[src/hdl/median_3x3_rgba_filter_defines.svh]
// Assertion macros shared by the median filter RTL.
`ifndef MEDIAN_3X3_RGBA_FILTER_DEFINES_SVH
`define MEDIAN_3X3_RGBA_FILTER_DEFINES_SVH
`ifndef SYNTH
`define MF_ASSERT_SAME(lbl, clk, rst, ante, cons) \
   lbl: assert property (@(posedge clk) disable iff (rst) (ante) |-> (cons)) \
      else $error("assertion failed");
`define MF_ASSERT_NEXT(lbl, clk, rst, ante, cons) \
   lbl: assert property (@(posedge clk) disable iff (rst) (ante) |=> (cons)) \
      else $error("assertion failed");
`else
`define MF_ASSERT_SAME(lbl, clk, rst, ante, cons)
`define MF_ASSERT_NEXT(lbl, clk, rst, ante, cons)
`endif
`endif

[src/hdl/mf_pkg.sv]
package mf_pkg;
   localparam int MAX_WIDTH = 2048;
   localparam int ADDR_W    = $clog2(MAX_WIDTH);
   localparam int WREG_W    = 12;
   localparam int HREG_W    = 16;
   localparam int ROW_W     = 17;
   localparam int CH_W      = 8;
   localparam int PIX_W     = 4 * CH_W;
   localparam int TAPS      = 9;
   localparam int MED_IDX   = 4;
   localparam int NUM_LANES = 3;
   localparam int NET_LEN   = 19;

   // Compare-exchange pairs of the nine-input median network.
   localparam logic [3:0] NET_A [NET_LEN] =
      '{4'd1, 4'd4, 4'd7, 4'd0, 4'd3, 4'd6, 4'd1, 4'd4, 4'd7, 4'd0,
        4'd5, 4'd4, 4'd3, 4'd1, 4'd2, 4'd4, 4'd4, 4'd6, 4'd4};
   localparam logic [3:0] NET_B [NET_LEN] =
      '{4'd2, 4'd5, 4'd8, 4'd1, 4'd4, 4'd7, 4'd2, 4'd5, 4'd8, 4'd3,
        4'd8, 4'd7, 4'd6, 4'd4, 4'd5, 4'd7, 4'd2, 4'd4, 4'd2};

   typedef enum logic [0:0] {
      CSR_WIDTH  = 1'b0,
      CSR_HEIGHT = 1'b1
   } csr_index_type;

   typedef logic [TAPS-1:0][CH_W-1:0] taps_type;

   typedef struct packed {
      logic                            last;
      logic [CH_W-1:0]                 alpha;
      taps_type [NUM_LANES-1:0]        lanes;
   } win_type;
endpackage

[src/hdl/mf_median_lane.sv]
module mf_median_lane
   import mf_pkg::*;
(
   input  taps_type        taps,
   output logic [CH_W-1:0] median
);
   logic [CH_W-1:0] work [TAPS];
   logic [CH_W-1:0] lo;
   logic [CH_W-1:0] hi;

   // Fixed compare-exchange network; after it the middle slot holds the median.
   always_comb begin
      for (int i = 0; i < TAPS; i++) begin
         work[i] = taps[i];
      end
      for (int k = 0; k < NET_LEN; k++) begin
         lo = (work[NET_A[k]] > work[NET_B[k]]) ? work[NET_B[k]] : work[NET_A[k]];
         hi = (work[NET_A[k]] > work[NET_B[k]]) ? work[NET_A[k]] : work[NET_B[k]];
         work[NET_A[k]] = lo;
         work[NET_B[k]] = hi;
      end
   end

   assign median = work[MED_IDX];
endmodule

[config.mk]
export PLATFORM = sky130hd
export DESIGN_NAME = mf_median_lane
export DESIGN_NICKNAME = d
export VERILOG_FILES = /design/src/hdl/median_3x3_rgba_filter_defines.svh /design/src/hdl/mf_pkg.sv /design/src/hdl/mf_median_lane.sv
export SDC_FILE = /design/constraint.sdc
export NUM_CORES = 1
export LEC_CHECK = 0
export BUFFER_PORTS_ARGS = -buffer_cell sky130_fd_sc_hd__buf_2
export CAP_MARGIN = 20
export CORE_MARGIN = 4
export CORE_UTILIZATION = 52
export DETAILED_ROUTE_END_ITERATION = 7
export GPL_TIMING_DRIVEN = 0
export PLACE_DENSITY_LB_ADDON = 0.2
export SYNTH_ARGS = -nofsm -noshare
export SYNTH_HDL_FRONTEND = slang
export SYNTH_SLANG_ARGS = --single-unit
[constraint.sdc]
create_clock -name vclk -period 18.6
set_input_delay 0.93 -clock vclk [all_inputs]
set_output_delay 0.93 -clock vclk [all_outputs]
set_load 0.005 [all_outputs]
# [After elaboration in Yosys (flattened, before gate mapping)]
# Index checks and enable logic that the tools add are counted.
[totals] in_bits=72 output_inout_bits=8 elab_cells=49 ff_bits=0
[op_classes] mux=30 magnitude_cmp=19
[ops] cell="$mux W8" n=30
[ops] cell="$gt A8 B8 Y1" n=19

# [Depth between registers and ports, before layout]
[logic_depth] word_depth=18 mapped_depth=97

# [Worst setup path before layout]
# Ideal clock, no wire load.
[synth_path] kind="input-to-output" startpoint="input port taps[65] (netlist bit)" endpoint="output port median[0]" slack_ps=-131 arrival_ps=17801 stages=91 path_cell_list="inv_1 ha_1 nor2b_1 o211ai_2 a21oi_2 o22ai_2 clkbuf_1 clkbuf_1 nand2_1 o21ai_0 inv_1 ha_1 a21oi_1 o21ai_1 nor2_1 o311a_1 o21a_1 nor2_1 (+55 left out) nand4_1 o21bai_1 nor2_1 o2111a_1 a311o_1 a21o_2 buf_2 nor2_1 a21oi_1 ha_1 a21o_1 a21o_1 a21oi_1 a22o_1 clkbuf_1 nor2_1 a22o_1 nor3_1"
[synth_via] elab_chain_cells=18
[synth_lines] item="start: declaration" line="mf_median_lane.sv:4" text="input taps_type taps,"
[synth_lines] item="$gt A8 B8 Y1" line="mf_median_lane.sv:17, mf_median_lane.sv:18"
[synth_lines] item="$mux W8" line="mf_median_lane.sv:17" text="lo = (work[NET_A[k]] > work[NET_B[k]]) ? work[NET_B[k]] : work[NET_A[k]];"
[synth_lines] item="$gt A8 B8 Y1" line="mf_median_lane.sv:17, mf_median_lane.sv:18"
[synth_lines] item="$mux W8" line="mf_median_lane.sv:18" text="hi = (work[NET_A[k]] > work[NET_B[k]]) ? work[NET_A[k]] : work[NET_B[k]];"
[synth_lines] item="$gt A8 B8 Y1" line="mf_median_lane.sv:17, mf_median_lane.sv:18"
[synth_lines] item="$mux W8" line="mf_median_lane.sv:17"
[synth_lines] item="$gt A8 B8 Y1" line="mf_median_lane.sv:17, mf_median_lane.sv:18"
[synth_lines] item="$mux W8" line="mf_median_lane.sv:17"
[synth_lines] item="(+2 left out)"
[synth_lines] item="$gt A8 B8 Y1"
[synth_lines] item="$mux W8" line="mf_median_lane.sv:17"
[synth_lines] item="$gt A8 B8 Y1" line="mf_median_lane.sv:17, mf_median_lane.sv:18"
[synth_lines] item="$mux W8" line="mf_median_lane.sv:17"
[synth_lines] item="$gt A8 B8 Y1" line="mf_median_lane.sv:18"
[synth_lines] item="$mux W8" line="mf_median_lane.sv:18"
[synth_lines] item="$gt A8 B8 Y1"
[synth_lines] item="$mux W8 (*)" line="mf_median_lane.sv:17"
[synth_lines] item="end: declaration" line="mf_median_lane.sv:5" text="output logic [CH_W-1:0] median"
# Every way passes the cells marked *; elsewhere a longest branch is shown, timed or not.

# [Final worst setup path]
[layout_path] startpoint="input port taps[57] (netlist bit)" endpoint="output port median[5]"
# Same word-level chain as after synthesis.

==> summary.md <==
| Metric | Value |
|---|---|
| Slew Limit Fails | 0 |
| Critical Path Fanout Max | 10 |
| Area post-placement | approximately 7500 um2 |
| PortBufs | 80 |
| IO Pins | 80 |
| Crit-path most repeated cell | ha_1 |
| GR Overflow Total | 0 |
| Post-DP HPWL | 16500 um |
| Critical path class | input pin to output port |
| Post-route cell area | between 8000 and 9000 um2 |
| Nature of the critical path startpoint | input pin |
| Routed wire per std cell | 15.6 um |
| Type of the tightest min-delay check | input pin to output port |
| Status | finished clean |
| Core area | between 10000 and 15000 um2 |
| Worst path arrival time | around 17 ns |
| Setup ws final | a little over 0.9 ns |
| Area Overhead vs Synth | 16.9% |
| Number of global-route vias before repair | ~6600 |
| Starting Density | between 50% and 60% |
| Grt met3 use | roughly 1.1% |
| Post-synthesis mux area share | between 10 and 15% |
| Post-Synth XOR/XNOR Area | less than 1% |
| Slowest stage delay, CP | approximately 0.37 ns |
| Synth Area in Simple Gates | approximately a fifth |
| Synth top area cells | ha_1, mux2i_1, a21oi_1 |
| Post-synth top area share | 26.8% |
| Post-route antenna net violation count | 0 |
| Vias | ~7500 |
| GR peak layer | met2 |
| CTS Hold Bufs | 0 |
| # nets final | 1316 |
| Max_slew headroom | a little over two fifths |
| Global routing usage on met1 | 34.5% |
| Yosys Warn Count | 0 |
| FFs & Latches | 0 |
| Min Tclk post-route | between 15 and 20 ns |
| Drt first-iter violations | around 570 |
| Share of cells above drive strength 1 | 19.8% |
| Fin. Hold Viols | 0 |
| Largest family of logic cells by synthesized area | compound AO/OA/AOI/OAI gates |
| Routability cong. | around 0.95 |
| # rows | approximately 40 |
| Unrepaired setup endpoints after global routing | yes |
| Most frequent cells after synthesis | ha_1, a21oi_1, inv_1 |
| Setup-failing EPs final | 0 |
| Area taken by multi-input logic gates | 6530 um2 |
| Non-Filler Instances | between 1000 and 1500 |
| Finished Core Util | approximately 63% |
| First-pass GRT wire length | 31000 um |
| Worst slew pin tran | about 0.85 ns |
| Full die area | approximately 15000 um2 |
| Synth Area in Compound Gates | 31.1% |
| FMAX | approximately 0.057 GHz |
| Post-synthesis sequential area ratio | 0% |
| Synth area leader | ha_1 |
| Largest net degree at the start of global routing | 11 |
| Most frequent cell after synthesis | ha_1 |
| Fill cell count | around 1200 |
| Post-synthesis cell count | ~980 |
| Die H | about 120 um |
| Worst hold path depth | 7 |
| GR Layer Usage met2 | a little over two fifths |
| Initial antenna violation count | 0 |
| Element type at the critical path end | output port |
| DRC viols | 0 |
| Vias per cell | 5.91 |
| Netlist cell types | between 80 and 90 |
| Syn avg cell area | around 7 um2 |
| Bufs and invs on worst path | 18 |
| Post-Syn Area | between 6000 and 7000 um2 |
| Final wirelength | 19800 um |
| Die width | roughly 120 um |
| Max Cap Viol | 0 |
| CP required | between 15 and 20 ns |
| CP delay by family, top | compound AO/OA/AOI/OAI gates |
| Fin crit share | between 90% and 100% |
| CP Depth | 94 |
| Pre-Repair DR Iteration Count | 5 |
| Layout clock buffer count | 0 |
| Slowest cell on crit path | a221oi_1 |
| Post-synthesis adder-cell area fraction | 26.9% |
| Placed Cells incl. Taps | ~1200 |
| Ant diodes | 0 |
| Sequential cell area | 0 um2 |
| Post-place setup slack | -2.88 ns |
| Syn nets | between 1000 and 1500 |
| Global Route Usage Sum | 24.7% |
repair_timing:
action / in CTS / in global routing
setup endpoints to repair: 8 / 8
resized for setup: 41 / 60
gates cloned: 0 / 1
buffers inserted: 4 / 29
pin swaps: 2 / 19
path summary, 6_finish.rpt:
kind      from        end
max   taps[57]  median[5]
min   taps[48]  median[0]
area by class of cell:
cell class	count	share of cell area, %
inverters	98	4.61
plain buffers	35	3.10
multi-input cells	848	81.2
repair buffers	114	8.38
well taps	172	2.68
through the flow:
step / hold WS [ns] / TNS (ns)
after global routing: 2.82 / -1.05
after CTS: 2.71 / 0
final: 2.71 / 0
after global placement: 2.68 / -20.52
after floorplan: 2.31 / 0
after detailed placement: 2.70 / -21.66
metal layers:
metal  up-vias  wire (um)
met5         -          0
met4         0        561
met3        29        968
met2       206       9030
met1      3402       9210
li1       3845          -
kinds of logic after synthesis:
logic type | Yosys count
adders and majority gates | 148
AOI/OAI and AO/OA | 324
and+or+nand+nor | 279
buffers and inverters | 134
muxes | 95
xor gates and xnor gates | 2
cell usage in the layout, fill, tap and decap left out, drive strengths merged, types with 4 or more instances in the layout:
cell type	n
nor2b	19
o21a	26
clkbuf	15
mux2i	79
o311ai	6
nand2b	9
buf	134
or2	5
a21o	38
nand3b	4
o211ai	9
nand3	26
and2	6
and3	11
a21oi	112
a31oi	4
nor3	13
inv	98
nor2	90
nand4	17
ha	147
o31ai	5
nand2	70
a22oi	5
o22ai	11
o21ai	72
mux2	16
Power is not shown: default switching activity piles up to over one toggle a cycle in this logic, so the estimate is an artifact.
